`src/hdl/emfd_pkg.sv`:
```
// Shared types, constants and helpers for the energy meter frame decoder.
// Used by every module of the block; depends on nothing else.
`default_nettype none
package emfd_pkg;

    // Fixed point fraction bits of the measure-mode quotients (range 0 to 16).
    localparam int FRAC_BITS = 8;

    localparam int BYTE_W  = 8;
    localparam int WORD_W  = 24;
    localparam int K_W     = 32;
    localparam int VAL_W   = 40;
    localparam int DIV_W   = K_W + FRAC_BITS;
    localparam int SAT_W   = K_W + 16;
    localparam int CNT_W   = $clog2(DIV_W);
    localparam int FACT_W  = 12;
    localparam int NUM_WORDS = 6;
    localparam int IDX_W   = 5;
    localparam int WSEL_W  = 3;
    localparam int CFG_IDX_W = 2;

    // Frame byte positions.
    localparam logic [IDX_W-1:0] IDX_CHECK = IDX_W'(1);
    localparam logic [IDX_W-1:0] IDX_FIRST_WORD = IDX_W'(2);
    localparam logic [IDX_W-1:0] IDX_LAST_WORD = IDX_W'(19);
    localparam logic [IDX_W-1:0] IDX_ENABLE = IDX_W'(20);

    // Byte codes.
    localparam logic [BYTE_W-1:0] CHECK_GOOD  = 8'h5A;
    localparam logic [BYTE_W-1:0] STATE_OK_A  = 8'h55;
    localparam logic [BYTE_W-1:0] STATE_OK_B  = 8'hF2;
    localparam logic [BYTE_W-1:0] STATE_UNCAL = 8'hAA;
    localparam logic [BYTE_W-1:0] EN_VOLTAGE  = 8'h40;
    localparam logic [BYTE_W-1:0] EN_CURRENT  = 8'h20;
    localparam logic [BYTE_W-1:0] EN_POWER    = 8'h10;

    // Result status codes.
    localparam logic [1:0] STATUS_OK        = 2'd0;
    localparam logic [1:0] STATUS_BAD_CHECK = 2'd1;
    localparam logic [1:0] STATUS_UNCAL     = 2'd2;
    localparam logic [1:0] STATUS_UNKNOWN   = 2'd3;

    // Configuration register indexes and reset values.
    localparam logic [CFG_IDX_W-1:0] CFG_VOLTAGE_K = 2'd0;
    localparam logic [CFG_IDX_W-1:0] CFG_CURRENT_K = 2'd1;
    localparam logic [CFG_IDX_W-1:0] CFG_POWER_K   = 2'd2;
    localparam logic [K_W-1:0] VOLTAGE_K_RST = 32'd2553320;
    localparam logic [K_W-1:0] CURRENT_K_RST = 32'd32540;
    localparam logic [K_W-1:0] POWER_K_RST   = 32'd140960600;

    // Calibrate-mode multipliers.
    localparam logic [FACT_W-1:0] FACT_VOLTAGE = 12'd220;
    localparam logic [FACT_W-1:0] FACT_CURRENT = 12'd10;
    localparam logic [FACT_W-1:0] FACT_POWER   = 12'd2200;

    // Channel codes used by the back end.
    localparam logic [1:0] CH_VOLTAGE = 2'd0;
    localparam logic [1:0] CH_CURRENT = 2'd1;
    localparam logic [1:0] CH_POWER   = 2'd2;

    localparam logic [VAL_W-1:0] VAL_MAX = '1;

    typedef struct packed {
        logic [K_W-1:0] voltage_k;
        logic [K_W-1:0] current_k;
        logic [K_W-1:0] power_k;
    } cfg_t;

    // One decoded frame waiting for its values. Word order follows the frame:
    // voltage coef, voltage reg, current coef, current reg, power coef, power reg.
    typedef struct packed {
        logic                              calib;
        logic [1:0]                        status;
        logic [2:0]                        mask;
        logic [NUM_WORDS-1:0][WORD_W-1:0]  words;
    } job_t;

    typedef struct packed {
        logic [WORD_W-1:0] power_coef;
        logic [WORD_W-1:0] current_coef;
        logic [WORD_W-1:0] voltage_coef;
        logic [WORD_W-1:0] power_reg;
        logic [WORD_W-1:0] current_reg;
        logic [WORD_W-1:0] voltage_reg;
        logic [VAL_W-1:0]  power_value;
        logic [VAL_W-1:0]  current_value;
        logic [VAL_W-1:0]  voltage_value;
        logic [2:0]        updated_mask;
        logic [1:0]        status;
    } result_t;

    // Clamps a quotient to the width of a result value.
    function automatic logic [VAL_W-1:0] sat_value(input logic [DIV_W-1:0] q);
        logic [SAT_W-1:0] qx;
        qx = SAT_W'(q);
        if (qx > SAT_W'(VAL_MAX))
            return VAL_MAX;
        else
            return qx[VAL_W-1:0];
    endfunction

endpackage
`default_nettype wire

```
`src/hdl/emfd_front.sv`:
```
// Front end of the frame decoder: accepts bytes, tracks the frame position,
// collects the header and six words and builds one job per frame. Uses emfd_pkg.
`default_nettype none
module emfd_front
(
    input  wire logic                         clk,
    input  wire logic                         rst_n,
    input  wire logic                         in_accept,
    input  wire logic                         command,
    input  wire logic [emfd_pkg::BYTE_W-1:0]  data_byte,
    input  wire logic                         frame_start,
    output logic                              push,
    output emfd_pkg::job_t                    push_job
);

    logic [emfd_pkg::IDX_W-1:0]  idx_reg, idx_next;
    logic                        open_reg, open_next;
    logic                        mode_reg, mode_next;
    logic [emfd_pkg::BYTE_W-1:0] state_reg, state_next;
    logic [emfd_pkg::BYTE_W-1:0] check_reg, check_next;
    logic [emfd_pkg::WSEL_W-1:0] wsel_reg, wsel_next;
    logic [1:0]                  sub_reg, sub_next;
    logic [emfd_pkg::NUM_WORDS-1:0][emfd_pkg::WORD_W-1:0] words_reg;
    logic                        word_we;
    logic [1:0]                  status;

    always_comb
    begin
        idx_next   = idx_reg;
        open_next  = open_reg;
        mode_next  = mode_reg;
        state_next = state_reg;
        check_next = check_reg;
        wsel_next  = wsel_reg;
        sub_next   = sub_reg;
        word_we    = 1'b0;
        push       = 1'b0;
        if (in_accept)
        begin
            if (frame_start)
            begin
                open_next  = 1'b1;
                mode_next  = command;
                state_next = data_byte;
                idx_next   = emfd_pkg::IDX_CHECK;
            end
            else if (open_reg)
            begin
                if (idx_reg == emfd_pkg::IDX_CHECK)
                begin
                    check_next = data_byte;
                    idx_next   = emfd_pkg::IDX_FIRST_WORD;
                    wsel_next  = '0;
                    sub_next   = '0;
                end
                else if (idx_reg >= emfd_pkg::IDX_FIRST_WORD &&
                         idx_reg <= emfd_pkg::IDX_LAST_WORD)
                begin
                    word_we  = 1'b1;
                    idx_next = idx_reg + 1'b1;
                    if (sub_reg == 2'd2)
                    begin
                        sub_next  = '0;
                        wsel_next = wsel_reg + 1'b1;
                    end
                    else
                    begin
                        sub_next = sub_reg + 1'b1;
                    end
                end
                else
                begin
                    // Enable byte closes the frame and hands it to the back end.
                    push      = 1'b1;
                    open_next = 1'b0;
                    idx_next  = '0;
                end
            end
        end
    end

    always_comb
    begin
        priority if (check_reg != emfd_pkg::CHECK_GOOD)
            status = emfd_pkg::STATUS_BAD_CHECK;
        else if (state_reg == emfd_pkg::STATE_OK_A || state_reg == emfd_pkg::STATE_OK_B)
            status = emfd_pkg::STATUS_OK;
        else if (state_reg == emfd_pkg::STATE_UNCAL)
            status = emfd_pkg::STATUS_UNCAL;
        else
            status = emfd_pkg::STATUS_UNKNOWN;
    end

    always_comb
    begin
        push_job.calib  = mode_reg;
        push_job.status = status;
        push_job.words  = words_reg;
        if (status == emfd_pkg::STATUS_OK)
            push_job.mask = {(data_byte & emfd_pkg::EN_VOLTAGE) != '0,
                             (data_byte & emfd_pkg::EN_CURRENT) != '0,
                             (data_byte & emfd_pkg::EN_POWER) != '0};
        else
            push_job.mask = '0;
    end

    always_ff @(posedge clk or negedge rst_n)
    begin
        if (!rst_n)
        begin
            idx_reg   <= '0;
            open_reg  <= 1'b0;
            mode_reg  <= 1'b0;
            state_reg <= '0;
            check_reg <= '0;
            wsel_reg  <= '0;
            sub_reg   <= '0;
        end
        else
        begin
            idx_reg   <= idx_next;
            open_reg  <= open_next;
            mode_reg  <= mode_next;
            state_reg <= state_next;
            check_reg <= check_next;
            wsel_reg  <= wsel_next;
            sub_reg   <= sub_next;
        end
    end

    // Words shift in big-endian, one byte at a time.
    always_ff @(posedge clk)
    begin
        if (word_we)
            words_reg[wsel_reg] <= {words_reg[wsel_reg][emfd_pkg::WORD_W-emfd_pkg::BYTE_W-1:0],
                                    data_byte};
    end

endmodule
`default_nettype wire

```
`src/hdl/emfd_queue.sv`:
```
// Two-entry job queue between the front and back ends of the frame decoder.
// Uses the job type of emfd_pkg.
`default_nettype none
module emfd_queue
(
    input  wire logic      clk,
    input  wire logic      rst_n,
    input  wire logic      push,
    input  emfd_pkg::job_t push_job,
    input  wire logic      pop,
    output logic           full,
    output logic           not_empty,
    output emfd_pkg::job_t head_job
);

    emfd_pkg::job_t mem_reg [2];
    logic       wr_ptr_reg, wr_ptr_next;
    logic       rd_ptr_reg, rd_ptr_next;
    logic [1:0] count_reg, count_next;
    logic       do_push, do_pop;

    assign full      = (count_reg == 2'd2);
    assign not_empty = (count_reg != 2'd0);
    assign head_job  = mem_reg[rd_ptr_reg];
    assign do_push   = push && !full;
    assign do_pop    = pop && not_empty;

    always_comb
    begin
        wr_ptr_next = do_push ? !wr_ptr_reg : wr_ptr_reg;
        rd_ptr_next = do_pop ? !rd_ptr_reg : rd_ptr_reg;
        count_next  = count_reg + {1'b0, do_push} - {1'b0, do_pop};
    end

    always_ff @(posedge clk or negedge rst_n)
    begin
        if (!rst_n)
        begin
            wr_ptr_reg <= 1'b0;
            rd_ptr_reg <= 1'b0;
            count_reg  <= '0;
        end
        else
        begin
            wr_ptr_reg <= wr_ptr_next;
            rd_ptr_reg <= rd_ptr_next;
            count_reg  <= count_next;
        end
    end

    always_ff @(posedge clk)
    begin
        if (do_push)
            mem_reg[wr_ptr_reg] <= push_job;
    end

endmodule
`default_nettype wire

```
`src/hdl/emfd_back.sv`:
```
// Back end of the frame decoder: takes jobs from the queue, works out the three
// values with one shared restoring divider and multiplier, and holds the result.
// Uses emfd_pkg.
`default_nettype none
module emfd_back
(
    input  wire logic        clk,
    input  wire logic        rst_n,
    input  emfd_pkg::cfg_t   cfg,
    input  wire logic        job_avail,
    input  emfd_pkg::job_t   head_job,
    output logic             pop,
    output logic             out_valid,
    input  wire logic        out_ready,
    output emfd_pkg::result_t out_result
);

    localparam logic [1:0] ST_IDLE = 2'd0;
    localparam logic [1:0] ST_SEL  = 2'd1;
    localparam logic [1:0] ST_DIV  = 2'd2;
    localparam logic [1:0] ST_DONE = 2'd3;

    logic [1:0]                    st_reg, st_next;
    logic [1:0]                    ch_reg, ch_next;
    emfd_pkg::job_t                job_reg, job_next;
    logic [emfd_pkg::VAL_W-1:0]    vals_reg [3];
    logic [emfd_pkg::VAL_W-1:0]    vals_next [3];
    logic [emfd_pkg::WORD_W-1:0]   rem_reg, rem_next;
    logic [emfd_pkg::DIV_W-1:0]    quo_reg, quo_next;
    logic [emfd_pkg::CNT_W-1:0]    cnt_reg, cnt_next;
    logic                          out_valid_reg, out_valid_next;
    emfd_pkg::result_t             out_reg, out_next;

    logic [emfd_pkg::K_W-1:0]      k_sel;
    logic [emfd_pkg::WORD_W-1:0]   dvs;
    logic [emfd_pkg::FACT_W-1:0]   factor;
    logic                          en;
    logic [emfd_pkg::WORD_W+emfd_pkg::FACT_W-1:0] product;
    logic [emfd_pkg::WORD_W:0]     sh, diff;
    logic                          ge;
    logic [emfd_pkg::WORD_W-1:0]   rem_step;
    logic [emfd_pkg::DIV_W-1:0]    quo_step;
    logic                          last_ch;
    logic                          out_free;

    // Per-channel operands.
    always_comb
    begin
        unique case (ch_reg)
            emfd_pkg::CH_VOLTAGE:
            begin
                k_sel  = cfg.voltage_k;
                dvs    = job_reg.words[1];
                factor = emfd_pkg::FACT_VOLTAGE;
                en     = job_reg.mask[2];
            end
            emfd_pkg::CH_CURRENT:
            begin
                k_sel  = cfg.current_k;
                dvs    = job_reg.words[3];
                factor = emfd_pkg::FACT_CURRENT;
                en     = job_reg.mask[1];
            end
            emfd_pkg::CH_POWER:
            begin
                k_sel  = cfg.power_k;
                dvs    = job_reg.words[5];
                factor = emfd_pkg::FACT_POWER;
                en     = job_reg.mask[0];
            end
            default:
            begin
                k_sel  = '0;
                dvs    = '0;
                factor = '0;
                en     = 1'b0;
            end
        endcase
    end

    assign product  = dvs * factor;
    assign sh       = {rem_reg, quo_reg[emfd_pkg::DIV_W-1]};
    assign diff     = sh - {1'b0, dvs};
    assign ge       = (sh >= {1'b0, dvs});
    assign rem_step = ge ? diff[emfd_pkg::WORD_W-1:0] : sh[emfd_pkg::WORD_W-1:0];
    assign quo_step = {quo_reg[emfd_pkg::DIV_W-2:0], ge};
    assign last_ch  = (ch_reg == emfd_pkg::CH_POWER);
    assign out_free = !out_valid_reg || out_ready;

    always_comb
    begin
        st_next        = st_reg;
        ch_next        = ch_reg;
        job_next       = job_reg;
        vals_next      = vals_reg;
        rem_next       = rem_reg;
        quo_next       = quo_reg;
        cnt_next       = cnt_reg;
        out_next       = out_reg;
        out_valid_next = out_valid_reg && !out_ready;
        pop            = 1'b0;

        unique case (st_reg)
            ST_IDLE:
            begin
                if (job_avail)
                begin
                    pop      = 1'b1;
                    job_next = head_job;
                    ch_next  = emfd_pkg::CH_VOLTAGE;
                    st_next  = ST_SEL;
                end
            end
            ST_SEL:
            begin
                if (!en || job_reg.calib || dvs == '0)
                begin
                    priority if (!en)
                        vals_next[ch_reg] = '0;
                    else if (job_reg.calib)
                        vals_next[ch_reg] = emfd_pkg::VAL_W'(product);
                    else
                        vals_next[ch_reg] = emfd_pkg::VAL_MAX;
                    if (last_ch)
                        st_next = ST_DONE;
                    else
                        ch_next = ch_reg + 1'b1;
                end
                else
                begin
                    rem_next = '0;
                    quo_next = emfd_pkg::DIV_W'(k_sel) << emfd_pkg::FRAC_BITS;
                    cnt_next = emfd_pkg::CNT_W'(emfd_pkg::DIV_W - 1);
                    st_next  = ST_DIV;
                end
            end
            ST_DIV:
            begin
                rem_next = rem_step;
                quo_next = quo_step;
                cnt_next = cnt_reg - 1'b1;
                if (cnt_reg == '0)
                begin
                    vals_next[ch_reg] = emfd_pkg::sat_value(quo_step);
                    if (last_ch)
                    begin
                        st_next = ST_DONE;
                    end
                    else
                    begin
                        ch_next = ch_reg + 1'b1;
                        st_next = ST_SEL;
                    end
                end
            end
            ST_DONE:
            begin
                if (out_free)
                begin
                    out_next.status        = job_reg.status;
                    out_next.updated_mask  = job_reg.mask;
                    out_next.voltage_value = vals_reg[0];
                    out_next.current_value = vals_reg[1];
                    out_next.power_value   = vals_reg[2];
                    out_next.voltage_coef  = job_reg.words[0];
                    out_next.voltage_reg   = job_reg.words[1];
                    out_next.current_coef  = job_reg.words[2];
                    out_next.current_reg   = job_reg.words[3];
                    out_next.power_coef    = job_reg.words[4];
                    out_next.power_reg     = job_reg.words[5];
                    out_valid_next         = 1'b1;
                    st_next                = ST_IDLE;
                end
            end
            default:
            begin
                st_next = ST_IDLE;
            end
        endcase
    end

    assign out_valid  = out_valid_reg;
    assign out_result = out_reg;

    always_ff @(posedge clk or negedge rst_n)
    begin
        if (!rst_n)
        begin
            st_reg        <= ST_IDLE;
            ch_reg        <= emfd_pkg::CH_VOLTAGE;
            cnt_reg       <= '0;
            out_valid_reg <= 1'b0;
        end
        else
        begin
            st_reg        <= st_next;
            ch_reg        <= ch_next;
            cnt_reg       <= cnt_next;
            out_valid_reg <= out_valid_next;
        end
    end

    always_ff @(posedge clk)
    begin
        job_reg  <= job_next;
        vals_reg <= vals_next;
        rem_reg  <= rem_next;
        quo_reg  <= quo_next;
        out_reg  <= out_next;
    end

endmodule
`default_nettype wire

```
`src/hdl/energy_meter_frame_decode_core.sv`:
```
// Top level of the energy meter frame decoder: configuration registers, front
// end, job queue and back end. Depends on emfd_pkg and the emfd_* modules.
//
// The block takes the bytes of a power-meter serial frame on the slave stream,
// one item per byte. An item with frame_start set is byte 0 of a new frame and
// latches the mode (measure or calibrate) from command; it always restarts the
// frame. Bytes 1 to 19 hold the check byte and six 24-bit big-endian words.
// Byte 20 carries the enable bits and closes the frame; it produces exactly one
// result item on the master stream. Bytes outside an open frame are dropped.
//
// The slave side takes one byte per cycle whenever the two-entry job queue has
// room, so a stalled receiver only holds up input once the back end holds a
// finished frame and two more frames wait in the queue behind it. The back end
// takes a job from the queue, runs each enabled measure channel through the
// shared restoring divider, settles a calibrate channel, a zero divisor or a
// disabled channel without it, and then loads the output register; it takes
// no new job until that register has taken the result.
//
// The configuration channel is always ready and writes register cfg_index
// (0 voltage_k, 1 current_k, 2 power_k; index 3 is ignored). Writes are to be
// made while no frame is being worked on; the block itself does not enforce
// this, so the user is bound to it. Reset clears the frame tracking, empties
// the queue, drops any pending result and restores the scale constants.
`default_nettype none
module energy_meter_frame_decode_core
(
    input  wire logic                                   clk,
    input  wire logic                                   rst_n,
    // Input items.
    input  wire logic                                   s_tvalid,
    output logic                                        s_tready,
    // s_tdata: command [0], data_byte [8:1], frame_start [9], zero [15:10].
    input  wire logic [15:0]                            s_tdata,
    // Result items.
    output logic                                        m_tvalid,
    input  wire logic                                   m_tready,
    // m_tdata: status [1:0], updated_mask [4:2], voltage_value [44:5],
    // current_value [84:45], power_value [124:85], voltage_reg [148:125],
    // current_reg [172:149], power_reg [196:173], voltage_coef [220:197],
    // current_coef [244:221], power_coef [268:245], zero [271:269].
    output logic [271:0]                                m_tdata,
    // Configuration writes.
    input  wire logic                                   cfg_valid,
    output logic                                        cfg_ready,
    input  wire logic [emfd_pkg::CFG_IDX_W-1:0]         cfg_index,
    input  wire logic [emfd_pkg::K_W-1:0]               cfg_data
);

    emfd_pkg::cfg_t    cfg_reg, cfg_next;
    emfd_pkg::job_t    push_job, head_job;
    emfd_pkg::result_t out_result;
    logic              in_accept;
    logic              push, pop, q_full, q_not_empty;

    // Scale constants.
    assign cfg_ready = 1'b1;

    always_comb
    begin
        cfg_next = cfg_reg;
        if (cfg_valid)
        begin
            unique case (cfg_index)
                emfd_pkg::CFG_VOLTAGE_K: cfg_next.voltage_k = cfg_data;
                emfd_pkg::CFG_CURRENT_K: cfg_next.current_k = cfg_data;
                emfd_pkg::CFG_POWER_K:   cfg_next.power_k   = cfg_data;
                default:                 cfg_next = cfg_reg;
            endcase
        end
    end

    always_ff @(posedge clk or negedge rst_n)
    begin
        if (!rst_n)
        begin
            cfg_reg.voltage_k <= emfd_pkg::VOLTAGE_K_RST;
            cfg_reg.current_k <= emfd_pkg::CURRENT_K_RST;
            cfg_reg.power_k   <= emfd_pkg::POWER_K_RST;
        end
        else
        begin
            cfg_reg <= cfg_next;
        end
    end

    // Input is held off only when the queue cannot take another frame.
    assign s_tready  = !q_full;
    assign in_accept = s_tvalid && s_tready;

    emfd_front u_front
    (
        .clk         (clk),
        .rst_n       (rst_n),
        .in_accept   (in_accept),
        .command     (s_tdata[0]),
        .data_byte   (s_tdata[8:1]),
        .frame_start (s_tdata[9]),
        .push        (push),
        .push_job    (push_job)
    );

    emfd_queue u_queue
    (
        .clk       (clk),
        .rst_n     (rst_n),
        .push      (push),
        .push_job  (push_job),
        .pop       (pop),
        .full      (q_full),
        .not_empty (q_not_empty),
        .head_job  (head_job)
    );

    emfd_back u_back
    (
        .clk        (clk),
        .rst_n      (rst_n),
        .cfg        (cfg_reg),
        .job_avail  (q_not_empty),
        .head_job   (head_job),
        .pop        (pop),
        .out_valid  (m_tvalid),
        .out_ready  (m_tready),
        .out_result (out_result)
    );

    assign m_tdata = {3'b000, out_result};

endmodule
`default_nettype wire
```
`config.mk`:
```
export PLATFORM = sky130hd
export DESIGN_NAME = energy_meter_frame_decode_core
export DESIGN_NICKNAME = d
export VERILOG_FILES = /design/src/hdl/emfd_pkg.sv /design/src/hdl/emfd_front.sv /design/src/hdl/emfd_queue.sv /design/src/hdl/emfd_back.sv /design/src/hdl/energy_meter_frame_decode_core.sv
export SDC_FILE = /design/constraint.sdc
export NUM_CORES = 2
export LEC_CHECK = 0
export BUFFER_PORTS_ARGS = -buffer_cell sky130_fd_sc_hd__buf_2
export CAP_MARGIN = 20
export CORE_MARGIN = 2
export CORE_UTILIZATION = 25
export DETAILED_ROUTE_END_ITERATION = 12
export HOLD_SLACK_MARGIN = 0.08
export PLACE_DENSITY = 0.52
export SLEW_MARGIN = 20
export SYNTH_ARGS = -nofsm -noshare
export SYNTH_HDL_FRONTEND = slang
export SYNTH_HIERARCHICAL = 1
export SYNTH_SLANG_ARGS = --single-unit
```
`constraint.sdc`:
```
create_clock -name clk -period 10.5 [get_ports clk]
set_clock_uncertainty 0.15 [all_clocks]
set_input_delay 2.1 -clock clk [delete_from_list [all_inputs] [get_ports clk]]
set_output_delay 2.1 -clock clk [all_outputs]
set_load 0.05 [all_outputs]
```
==> impl_results.md <==
- Sequential area share after synthesis: roughly two thirds
- Number of global-route vias before repair: just under 30,000
- Startpoint Class: flip-flop
- Compound-cell area share of the yosys netlist: under 10%
- Clock Latency Late Sink: roughly 0.81 ns
- Setup bufs post-CTS: 0
- Synth Area in Adders: 8.641%
- Synth warn: 6
- Initial core utilization: 25.08%
- Slew headroom: between 15 and 20%
- TritonCTS clock tree: done
- Final Wtd Congestion: approximately 0.84
- First-pass GRT wire length: ~210,000 um
- Post-DP HPWL: slightly below 100,000 um
- Core ar.: roughly 210,000 um^2
- Main combinational cell family by area after synthesis: adder cells
- Cell area after synthesis: around 52,000 um^2
- Antenna viol nets, final: 0
- Post-synth EDFFs: approximately 1,000
- CTS Hold Bufs: 0
- H-tree depth: 4
- Post-CTS Resized: 0
- Simple-gate area share of the yosys netlist: around 4.8%
- Largest net degree at the start of global routing: 139
- Port bufs: 319
- Clock-pin slew on the worst setup and hold paths: 0.06 ns
- Layout Area Growth over Synthesis: 17.61%
- Number of synthesized register bits: ~1,200
- Number of I/O pins: 330
- Final Max Tran Viols: 0
- CTS max path bufs: 3
- Reported max-cap violation count: 0
- Total track usage: between 10% and 20%
- Tightest Pin Transition: 1.266 ns
- Clk sinks: 1,186
- Die Footprint: around 210,000 um^2
- FILL cells: slightly above 20,000
- Worst-path fanout max: 33
- Drt drc: 0
- Most frequent cells in the layout: edfxtp_1, buf_2, inv_1
- Cells after synthesis: 3,319
- Ant. Diodes: 0
- Fin crit period: slightly above 8 ns
- Distinct cells, synth: 100
- Commonest register cell after synthesis: edfxtp_1
- Initial drt markers: a little under 3,000
- Unrepaired setup endpoints after global routing: false
- Drt via density: ~4.6
- Outcome: finished clean
- Total gr overflow: 0
- Die width: around 460 um
- Drt pass-1 iters: 6
- Hold crit path type: reg2reg
- Number of core rows: between 150 and 200
- Async set-reset flop share out of synthesis: a little under an eighth
- Mapped Avg Cell Area: about 16 um^2
- Cell count of the worst reg-to-reg path: 24
- Critical path class: reg2reg
- Total negative slack: 0 ns
- Final hold viol count: 0
- Post-synthesis mux area share: 6.858%
- CTS root buf: clkbuf_16
- Routed vias: about 30,000
- Commonest non-fill, non-tap cell in the layout: edfxtp_1
- Fin Hold WS: about 0.26 ns
- Die H: between 400 and 500 um
- CTS Buf Count: about 130
- Endpoints failing setup: 0
- Highest clock rate: roughly 120 MHz
- Share of layout cells above drive strength 1: between 20% and 30%
- Initial antenna violation count: 13
- Max reg flops: 300
- CP arrival: 8.45 ns
- Setup crit end kind: flip-flop
- Post-layout nets: approximately 4,000
- Detailed Route WL: between 100,000 and 150,000 um
- Drt wl/cell: roughly 22 um
- Period utilization: about 77%
- WP data required: about 11 ns
- Xor/xnor share of the synthesized area: 0.8289%
- Hold path cells: 0
==> cells in the mapped netlist, types with 13 or more instances <==
cell | count | area (um^2)
edfxtp_1 | 1047 | 31440
inv_1 | 255 | 957.2
nor2_1 | 190 | 713.2
ha_1 | 188 | 2352
mux2_2 | 172 | 1937
nand2_1 | 148 | 555.5
o21ai_0 | 112 | 560.5
a21oi_1 | 109 | 545.5
fa_1 | 106 | 2122
dfrtp_1 | 103 | 2577
clkbuf_1 | 90 | 337.8
mux2_4 | 90 | 1351
a22oi_1 | 67 | 503.0
a222oi_1 | 59 | 590.6
a22o_1 | 47 | 411.6
nand3_1 | 40 | 200.2
dfstp_2 | 36 | 945.9
a21o_1 | 31 | 232.7
xnor2_1 | 30 | 262.8
nand4_1 | 26 | 162.7
mux2i_1 | 24 | 240.2
a31oi_1 | 19 | 118.9
buf_2 | 19 | 95.09
buf_6 | 19 | 214.0
xor2_1 | 19 | 166.4
and3_1 | 18 | 112.6
o221ai_1 | 17 | 148.9
and2_1 | 15 | 93.84
nor3_1 | 13 | 65.06
==> critical path: stages (launching register included) <==
cell	delay, ns
dfrtp_1	0.42
inv_1	0.15
ha_4	0.37
a222oi_1	0.92
nor2_1	0.30
inv_1	0.28
a21oi_1	0.11
ha_1	0.27
inv_1	0.06
fa_1	0.42
fa_1	0.52
inv_1	0.07
fa_1	0.54
inv_1	0.05
fa_1	0.53
inv_1	0.04
ha_1	0.35
o2111ai_2	0.23
o211a_1	0.31
or3_1	0.43
o21ai_2	0.25
a21oi_1	0.14
o211ai_1	0.33
nand2_1	0.24
a22o_1	0.29
==> final cells by class <==
type	count	area, um^2	share of cell area, %
clock buffer	160	3461	5.683
timing repair buffer	371	2063	3.388
inverter	258	968.4	1.590
tap	2704	3383	5.556
multi-input combinational	1731	15200	24.97
clock inverter	73	848.3	1.393
sequential	1186	34970	57.42
==> routing by layer <==
layer  share of wire (%)  GRT usage, %  vias up
met5               0.045             0        -
met4                 2.2         3.745       10
li1                    -             -    13210
met1                  46         18.41    15210
met2                  46         21.06     1038
met3                 6.0         2.467      169
==> kinds of logic (layout without fill, tap and decap cells) <==
logic type | count (synthesis) | in the layout
AOI/OAI and AO/OA | 572 | 572
xor gates and xnor gates | 49 | 49
adders and majority gates | 294 | 294
buffers and inverters | 404 | 862
DFF | 1186 | 1186
muxes | 288 | 288
other | 2 | 4
and+or+nand+nor | 524 | 524
==> stage by stage <==
step / utilization [%] / cell area (um^2) / instances / worst slack, ns
2_1_floorplan: - / 51780 / 3321 / 0.3501
3_3_place_gp: 27.40 / 56560 / 6249 / 2.483
3_5_place_dp: 27.40 / 56560 / 6249 / 2.440
4_1_cts: 29.48 / 60870 / 6482 / 2.450
5_1_grt: 29.50 / 60890 / 6483 / 2.089
6_report: 29.50 / 60890 / 6483 / 2.448
==> path summary, 6_finish.rpt <==
kind | slack (ns) | startpoint | to
max in group asynchronous | 7.52 | rst_n | u_queue/rd_ptr_reg
max reg2reg | 2.45 | u_back/ch_reg[1] | u_back/vals_reg[67]
max | 2.45 | u_back/ch_reg[1] | u_back/vals_reg[67]
min in group asynchronous | 1.15 | rst_n | cfg_reg[24]
min | 0.26 | u_back/job_reg[52] | u_back/out_result[225]
min reg2reg | 0.26 | u_back/job_reg[52] | u_back/out_result[225]
Power is left out: the tool's default activity adds up to more than one toggle a clock period on the data nets, which glitch-free logic cannot reach.
